[src/ivpd_pkg.sv]
// ----------------------------------------------------------------------------
// ivpd_pkg
// Shared types, constants and the per-axis microprogram of the drift filter.
// ----------------------------------------------------------------------------
package ivpd_pkg;

	localparam int unsigned AXES      = 3;
	localparam int unsigned STEPS     = 15;	// microprogram steps per axis
	localparam int unsigned ACCEL_W   = 24;
	localparam int unsigned OUT_W     = 32;
	localparam int unsigned STATE_W   = 48;
	localparam int unsigned MUL_W     = 25;	// signed operand width of the shared multiplier
	localparam int unsigned PROD_W    = 2 * MUL_W;
	localparam int unsigned LOW_W     = 25;	// rounded low partial product
	localparam int unsigned CFG_IDX_W = 2;
	localparam int unsigned CFG_DAT_W = 24;
	localparam int unsigned DT_W      = 24;
	localparam int unsigned GAIN_W    = 16;

	localparam logic [DT_W-1:0]   DT_RESET   = 24'd65536;
	localparam logic [GAIN_W-1:0] K_RESET    = 16'd65376;
	localparam logic [GAIN_W-1:0] OG_RESET   = 16'd1000;

	localparam logic [CFG_IDX_W-1:0] REG_SAMPLE_PERIOD = 2'd0;
	localparam logic [CFG_IDX_W-1:0] REG_HP_GAIN       = 2'd1;
	localparam logic [CFG_IDX_W-1:0] REG_OUTPUT_GAIN   = 2'd2;

	typedef logic [3:0] step_t;
	typedef logic [1:0] axis_t;

	// multiplier A operand
	typedef enum logic [2:0] {
		A_ACCEL,
		A_W_HI,
		A_W_LO,
		A_VEL_HI,
		A_VEL_LO,
		A_POS_HI,
		A_POS_LO
	} asel_t;

	// multiplier B operand
	typedef enum logic [1:0] {
		B_DT,
		B_K,
		B_OG
	} bsel_t;

	// what the datapath does with last cycle's product
	typedef enum logic [3:0] {
		ACT_NONE,
		ACT_INC,	// w = sat48(vel + round(a*dt/2^8))
		ACT_LOW16,	// lp = round(lo*k/2^16)
		ACT_FILT_V,	// vel = w = hi*k*2^8 + lp
		ACT_LOW24,	// lp = round(lo*dt/2^24)
		ACT_PINC,	// w = sat48(pos + hi*dt + lp)
		ACT_FILT_P,	// pos = w = hi*k*2^8 + lp
		ACT_LOWG,	// lp = (lo*og + 2^31) >> 24
		ACT_OUT_V,	// vel result = sat32((hi*og + lp) >>> 8)
		ACT_OUT_P
	} act_t;

	typedef struct packed {
		asel_t a_sel;
		bsel_t b_sel;
		act_t  act;
	} uop_t;

	typedef struct packed {
		asel_t a_sel;
		bsel_t b_sel;
		act_t  act;
		axis_t axis;
		logic  capture;
		logic  load_out;
	} dp_cmd_t;

	localparam step_t LAST_STEP = step_t'(STEPS - 1);
	localparam axis_t LAST_AXIS = axis_t'(AXES - 1);

	// Per-axis microprogram. A product issued in one step is consumed by
	// the act of the next step.
	function automatic uop_t step_uop(input step_t step);
		uop_t u;
		u = '{a_sel: A_ACCEL, b_sel: B_DT, act: ACT_NONE};
		unique case (step)
			4'd0:  u = '{a_sel: A_ACCEL,  b_sel: B_DT, act: ACT_NONE};
			4'd1:  u = '{a_sel: A_ACCEL,  b_sel: B_DT, act: ACT_INC};
			4'd2:  u = '{a_sel: A_W_LO,   b_sel: B_K,  act: ACT_NONE};
			4'd3:  u = '{a_sel: A_W_HI,   b_sel: B_K,  act: ACT_LOW16};
			4'd4:  u = '{a_sel: A_ACCEL,  b_sel: B_DT, act: ACT_FILT_V};
			4'd5:  u = '{a_sel: A_W_LO,   b_sel: B_DT, act: ACT_NONE};
			4'd6:  u = '{a_sel: A_W_HI,   b_sel: B_DT, act: ACT_LOW24};
			4'd7:  u = '{a_sel: A_ACCEL,  b_sel: B_DT, act: ACT_PINC};
			4'd8:  u = '{a_sel: A_W_LO,   b_sel: B_K,  act: ACT_NONE};
			4'd9:  u = '{a_sel: A_W_HI,   b_sel: B_K,  act: ACT_LOW16};
			4'd10: u = '{a_sel: A_VEL_LO, b_sel: B_OG, act: ACT_FILT_P};
			4'd11: u = '{a_sel: A_VEL_HI, b_sel: B_OG, act: ACT_LOWG};
			4'd12: u = '{a_sel: A_POS_LO, b_sel: B_OG, act: ACT_OUT_V};
			4'd13: u = '{a_sel: A_POS_HI, b_sel: B_OG, act: ACT_LOWG};
			4'd14: u = '{a_sel: A_ACCEL,  b_sel: B_DT, act: ACT_OUT_P};
			default: u = '{a_sel: A_ACCEL, b_sel: B_DT, act: ACT_NONE};
		endcase
		return u;
	endfunction

endpackage

[src/ivpd_ctrl.sv]
// ----------------------------------------------------------------------------
// ivpd_ctrl
// Sequencer: walks the microprogram over the three axes and owns the handshakes.
// ----------------------------------------------------------------------------
module ivpd_ctrl (
	input  logic              clk,
	input  logic              arst_n,
	input  logic              in_valid,
	output logic              in_stall,
	output logic              out_valid,
	input  logic              out_stall,
	output ivpd_pkg::dp_cmd_t cmd
);

	localparam logic [1:0] ST_IDLE = 2'd0;
	localparam logic [1:0] ST_RUN  = 2'd1;
	localparam logic [1:0] ST_DONE = 2'd2;

	logic [1:0]            state_q;
	ivpd_pkg::step_t       step_q;
	ivpd_pkg::axis_t       axis_q;
	logic                  out_valid_q;
	logic                  slot_free;
	logic                  load;
	ivpd_pkg::uop_t        uop;

	assign slot_free = !out_valid_q || !out_stall;
	assign load      = (state_q == ST_DONE) && slot_free;
	assign in_stall  = (state_q != ST_IDLE);
	assign out_valid = out_valid_q;
	assign uop       = ivpd_pkg::step_uop(step_q);

	always_comb begin
		cmd = '{a_sel: uop.a_sel, b_sel: uop.b_sel, act: uop.act, axis: axis_q,
			capture: 1'b0, load_out: load};
		cmd.capture = (state_q == ST_IDLE) && in_valid;
		if (state_q != ST_RUN) begin
			cmd.act = ivpd_pkg::ACT_NONE;
		end
	end

	always_ff @(posedge clk or negedge arst_n) begin
		if (!arst_n) begin
			state_q     <= ST_IDLE;
			step_q      <= '0;
			axis_q      <= '0;
			out_valid_q <= 1'b0;
		end else begin
			unique case (state_q)
				ST_IDLE: begin
					if (in_valid) begin
						state_q <= ST_RUN;
						step_q  <= '0;
						axis_q  <= '0;
					end
				end
				ST_RUN: begin
					if (step_q == ivpd_pkg::LAST_STEP) begin
						step_q <= '0;
						if (axis_q == ivpd_pkg::LAST_AXIS) begin
							state_q <= ST_DONE;
						end else begin
							axis_q <= axis_q + 2'd1;
						end
					end else begin
						step_q <= step_q + 4'd1;
					end
				end
				ST_DONE: begin
					if (slot_free) begin
						state_q <= ST_IDLE;
					end
				end
				default: state_q <= ST_IDLE;
			endcase

			if (load) begin
				out_valid_q <= 1'b1;
			end else if (!out_stall) begin
				out_valid_q <= 1'b0;
			end
		end
	end

endmodule

[config.mk]
export PLATFORM = sky130hd
export DESIGN_NAME = ivpd_ctrl
export DESIGN_NICKNAME = d
export VERILOG_FILES = /design/src/ivpd_pkg.sv /design/src/ivpd_ctrl.sv
export SDC_FILE = /design/constraint.sdc
export NUM_CORES = 1
export LEC_CHECK = 0
export ABC_AREA = 0
export BUFFER_PORTS_ARGS = -buffer_cell sky130_fd_sc_hd__buf_2
export CORE_MARGIN = 10
export CORE_UTILIZATION = 49
export CTS_BUF_LIST = sky130_fd_sc_hd__clkbuf_8
export DETAILED_ROUTE_END_ITERATION = 7
export PLACE_DENSITY = 0.77
export REMOVE_ABC_BUFFERS = 1
export SYNTH_ARGS = -nofsm -noshare
export SYNTH_HDL_FRONTEND = slang
export SYNTH_SLANG_ARGS = --single-unit
[constraint.sdc]
create_clock -name clk -period 2 [get_ports clk]
set_input_delay 0.6 -clock clk [delete_from_list [all_inputs] [get_ports clk]]
set_output_delay 0.6 -clock clk [all_outputs]
set_load 0.1 [all_outputs]
==> key figures, run 1 <==
Run status
  – Outcome: did not finish
  – Exit stage: 5_1_grt
  – Tool Error: [ERROR DPL-0033] detailed placement checks failed during check placement.

Placed design
  – IO Port Bufs: 18
  – Half-perimeter wire length after detailed placement: 1.85 mm
  – Placer's final routability congestion estimate: roughly 0.87
  – Placed insts: 139

Synth
  – Unique cell type count in the Yosys netlist: 33
  – Mean post-synth cell area: 8.97 um2
  – Register area share after synthesis: approximately 28%
  – Gate count after technology mapping: 90
  – Share of cell area taken by muxes after synthesis: approximately a tenth
  – Synth Area in Compound Gates: approximately 16%
  – Combinational family with the most area after synthesis: simple AND/OR/NAND/NOR gates
  – Synthesized-area fraction occupied by xor and xnor cells: 0%
  – Synthesized-area fraction occupied by and/or/nand/nor cells: 19.5%
  – Number of warnings printed during yosys synthesis: 0
  – Post-synthesis sequential element count: 9
  – Post-synth design cell area: a little over 800 um2
  – Adder-Cell Fraction of Synth Area: around 17%

CTS
  – Count of hold-fix buffers inserted at cts: 0
  – H-tree depth: 1
  – Number of buffers inserted during clock tree synthesis: 3
  – Total clock sinks: 9
  – Root Buffer: clkbuf_8
  – Maximum clock insertion buffer count: 2

Floorplanning
  – Die X: roughly 61 um
  – I/O pin count: 19
  – Num rows: 14
  – Initial Util: ~53%
  – Die outline height: 60.6 um

STA
  – Worst End Pin Type: top-level output
  – End pin of the worst setup path after global-route repair: cmd[11]

Global route
  – Maximum number of pins on one net before global-route repair: 15
  – Initial antenna violation count: 0
==> stage by stage <==
stage          setup slack (ns)  cell area, um2
3_5_place_dp             -0.202            1150
2_1_floorplan             -1.89             763
4_1_cts                  -0.313            1350
3_3_place_gp             -0.149            1150
==> Yosys cell counts (all sizes together) <==
cell     n  share of area (%)
a211o    1                1.1
a211oi   3                2.8
a21boi   1               0.93
a21oi    3                1.9
a22oi    1               0.93
a31oi    1               0.78
and2     2                1.7
and3     1               0.78
buf      6                5.4
dfrtp    9                 28
ha      11                 17
inv      8                3.7
mux2     1                1.4
mux2i    3                3.7
mux4     2                5.6
nand2   11                5.1
nand2b   1               0.78
nand3    3                1.9
nand4b   2                2.2
nor2     4                1.9
nor2b    4                3.1
nor3     1               0.62
o21ai    4                2.5
o21bai   1               0.93
o22ai    1               0.78
o311ai   1                1.1
o31ai    1               0.93
o41ai    1                1.1
or2      1               0.78
or3      1               0.78
==> kinds of logic after synthesis <==
kind of cell / Yosys count
mux: 6
flops: 9
compound gates: 19
simple gates: 31
buf+inv: 14
fa+ha+maj: 11
==> timing repair <==
item                                    4_1_cts
endpoints found under the setup margin       10
pin swaps                                     2
setup buffers                                 2
gates resized for setup                      38
==> run 2: changes to the inputs <==
Settings changed: CORE_AREA set to 10 10 71 73, CORE_MARGIN 10 to not set, CORE_UTILIZATION 49 to not set, CTS_BUF_LIST sky130_fd_sc_hd__clkbuf_8 to not set, DIE_AREA set to 0 0 81 83, PLACE_DENSITY 0.77 to not set, PLACE_DENSITY_LB_ADDON set to 0.15.
Clock period 2 ns to 2.6 ns, I/O delays scaled along.
==> key figures, run 2 <==
Final layout
  – Post-synthesis to final-layout area growth: 41.2%
  – Commonest cells after routing, fill and taps aside: 11 x nand2_1, 10 x buf_2, 9 x ha_1
  – Number of standard cells in the layout, taps in and fillers out: 159
  – Share of the core filled with cells in the final layout: a little under a third
  – Most common cell after layout, fill and taps aside: nand2_1
  – Largest Register: step_q
  – Flip-flop count of the largest register after layout: 4
  – Leading registers by flop count: step_q (4), axis_q (2), state_q (2)
  – Share of cells above drive strength 1: a little over a third
  – # diodes: 0
  – Design Area, Final: 1140 um2
  – Number of nets in the layout: roughly 130

Floorplanning
  – I/O pin count: 19
  – Die X: just over 80 um
  – Initial Util: between 20 and 25%
  – Num rows: 22
  – Die outline height: about 83 um
  – Full die area: about 6700 um2
  – Area of the placeable core: about 3600 um2

Global route
  – Initial antenna violation count: 0
  – Maximum number of pins on one net before global-route repair: 20
  – First-pass GRT wire length: around 3.8 mm
  – Total global routing track utilization: 6.95%
  – Residual overflow from global routing: 0
  – Via count of the first global-routing pass: roughly 770

Synth
  – Synthesized-area fraction occupied by xor and xnor cells: 0%
  – Register area share after synthesis: 27.9%
  – Area share of the largest cell type after synthesis: 27.9%
  – Number of enable flip-flop cells after synthesis: 0
  – Commonest cells post-synth: 11 x ha_1, 11 x nand2_1, 9 x dfrtp_1
  – Main area contributors after synthesis: dfrtp_1 28%, ha_1 17%, mux4_2 5.6%
  – Adder-Cell Fraction of Synth Area: around 17%
  – Gate count after technology mapping: 90
  – Synth Area in Compound Gates: about 16%
  – Primary flip-flop cell chosen by synthesis mapping: dfrtp_1
  – Share of cell area taken by muxes after synthesis: between 10% and 20%
  – Combinational family with the most area after synthesis: simple AND/OR/NAND/NOR gates
  – Unique cell type count in the Yosys netlist: 33
  – Mean post-synth cell area: about 9.0 um2
  – Synthesized-area fraction occupied by and/or/nand/nor cells: between 10% and 20%
  – Ys async rst share: 100%
  – Number of warnings printed during yosys synthesis: 0
  – Post-synth design cell area: a little over 800 um2
  – Post-synthesis sequential element count: 9
  – Post-synth top area cell: dfrtp_1

Detailed routing
  – Routed length on met3: roughly 210 um
  – Number of vias in the routed layout: 703
  – Final WL: roughly 2.2 mm
  – Number of design rule violations left after detail routing: 0
  – Drt first pass iters: 4
  – Avg Vias per Cell: around 4.4
  – 1st-iter DRT viols: 40
  – Top routing layer used: met4
  – Antenna-violating nets left: 0
  – Routed WL per cell: 13.9 um
  – WL met2: ~910 um
  – Routed metal-1 wire length: 1.05 mm

Worst setup path
  – Critical path fanouts, max: 5
  – Longest individual stage delay on the worst path: roughly 0.49 ns
  – Worst Path Class, Setup: register to primary output
  – Setup crit start: step_q[1]
  – Reg2reg setup slack: 1.13 ns
  – Reg2Reg Launch Point: step_q[0]
  – Required @ worst endpoint: 1.82 ns
  – CP Cell Sequence: inv_2, ha_4, inv_1, mux4_2, buf_12
  – Arrival time at the worst endpoint: 1.76 ns
  – Capturing point of the worst reg2reg path: axis_q[0]
  – Type of destination of the critical path: primary output
  – Master of the slowest instance on the critical path: mux4_2
  – Nature of the critical path startpoint: register
  – R2R depth: 5

Placed design
  – IO Port Bufs: 18
  – Placement Cell Area: 1030 um2
  – Placed insts: 154
  – Half-perimeter wire length after detailed placement: approximately 1.6 mm
  – Placer's final routability congestion estimate: 0.737

CTS
  – H-tree depth: 1
  – Total clock sinks: 9
  – Clk pin slew, worst setup/hold paths: approximately 0.050 ns
  – Count of hold-fix buffers inserted at cts: 0
  – Maximum clock insertion buffer count: 2
  – Number of buffers inserted during clock tree synthesis: 3
  – Insertion delay of the later-clocked pin in the worst-skew pair: 0.23 ns
  – Root Buffer: clkbuf_8
  – TritonCTS clock tree: built

STA
  – Final count of negative-setup-slack endpoints: 0
  – Final Max Tran Viols: 0
  – Ratio of final minimum period to clock period: a little over nine tenths
  – Peak Freq: ~390 MHz
  – RSZ-0062 raised after global routing: true
  – Actual slew at the worst max-slew pin: ~0.58 ns
  – Headroom to the max-slew limit: between 60 and 70%
  – Worst clock skew: approximately 0.00067 ns
  – Post-layout min period: about 2.5 ns
  – Number of hold violations in the final report: 0

Flow run
  – Number of max-capacitance violations reported: 0

Worst hold path
  – Worst min path class: input port to asynchronous set/reset pin

Run status
  – Outcome: completed
[run 2: cell counts after synthesis]
Identical to the previous run, type by type.
[run 2: how the worst max path moves through the flow]
stage	endpoint	slack, ns	cells after the start
2_1_floorplan	cmd[4]	-1.47	5
3_3_place_gp	cmd[11]	0.22	5
3_5_place_dp	cmd[11]	0.18	5
4_1_cts	cmd[10]	0.005	4
5_1_grt	cmd[11]	-0.03	5
6_report	cmd[11]	0.06	5
[run 2: cells by family (layout without fill, tap and decap cells)]
logic type	after synthesis	in the layout
buf+inv	14	35
compound gates	19	19
flops	9	9
mux	6	6
fa+ha+maj	11	11
simple gates	31	31
[run 2: timing repair]
action | 4_1_cts | 5_1_grt
resized for setup | 4 | 11
endpoints found under the setup margin | 3 | 5
setup buffers | 0 | 1
pin swaps | 0 | 1
[run 2: per-stage QoR]
stage	setup WS [ns]	hold slack, ns	setup TNS (ns)
final	0.0592	0.404	0
after global placement	0.219	0.495	0
after detailed placement	0.178	0.507	0
after global routing	-0.0268	0.416	-0.0268
after CTS	0.00502	0.409	0
after floorplan	-1.47	0.484	-5.89
[run 2: layout make-up]
cell class | instances | area, um2
inverter | 8 | 30.0
tap | 48 | 60.1
timing repair buffer | 23 | 235
fill | 410 | 2490
clock buffer | 4 | 45.0
multi-input combinational | 67 | 542
sequential | 9 | 228
[run 2: worst max-delay path: cells and delay by family (launching register included)]
family / cells / cell delay (ns)
buffers and inverters: 3 / 0.34
muxes: 1 / 0.49
adders and majority gates: 1 / 0.27
DFF: 1 / 0.43
[run 2: per-layer routing]
| layer | up-vias | track usage, % |
|---|---|---|
| met5 | - | 0 |
| li1 | 355 | - |
| met2 | 23 | 9.51 |
| met3 | 2 | 2.91 |
| met4 | 0 | 3.29 |
| met1 | 323 | 9.03 |
Power of run 2 is left out: the tool's default activity adds up to more than one toggle a clock period on the data nets, which glitch-free logic cannot reach.
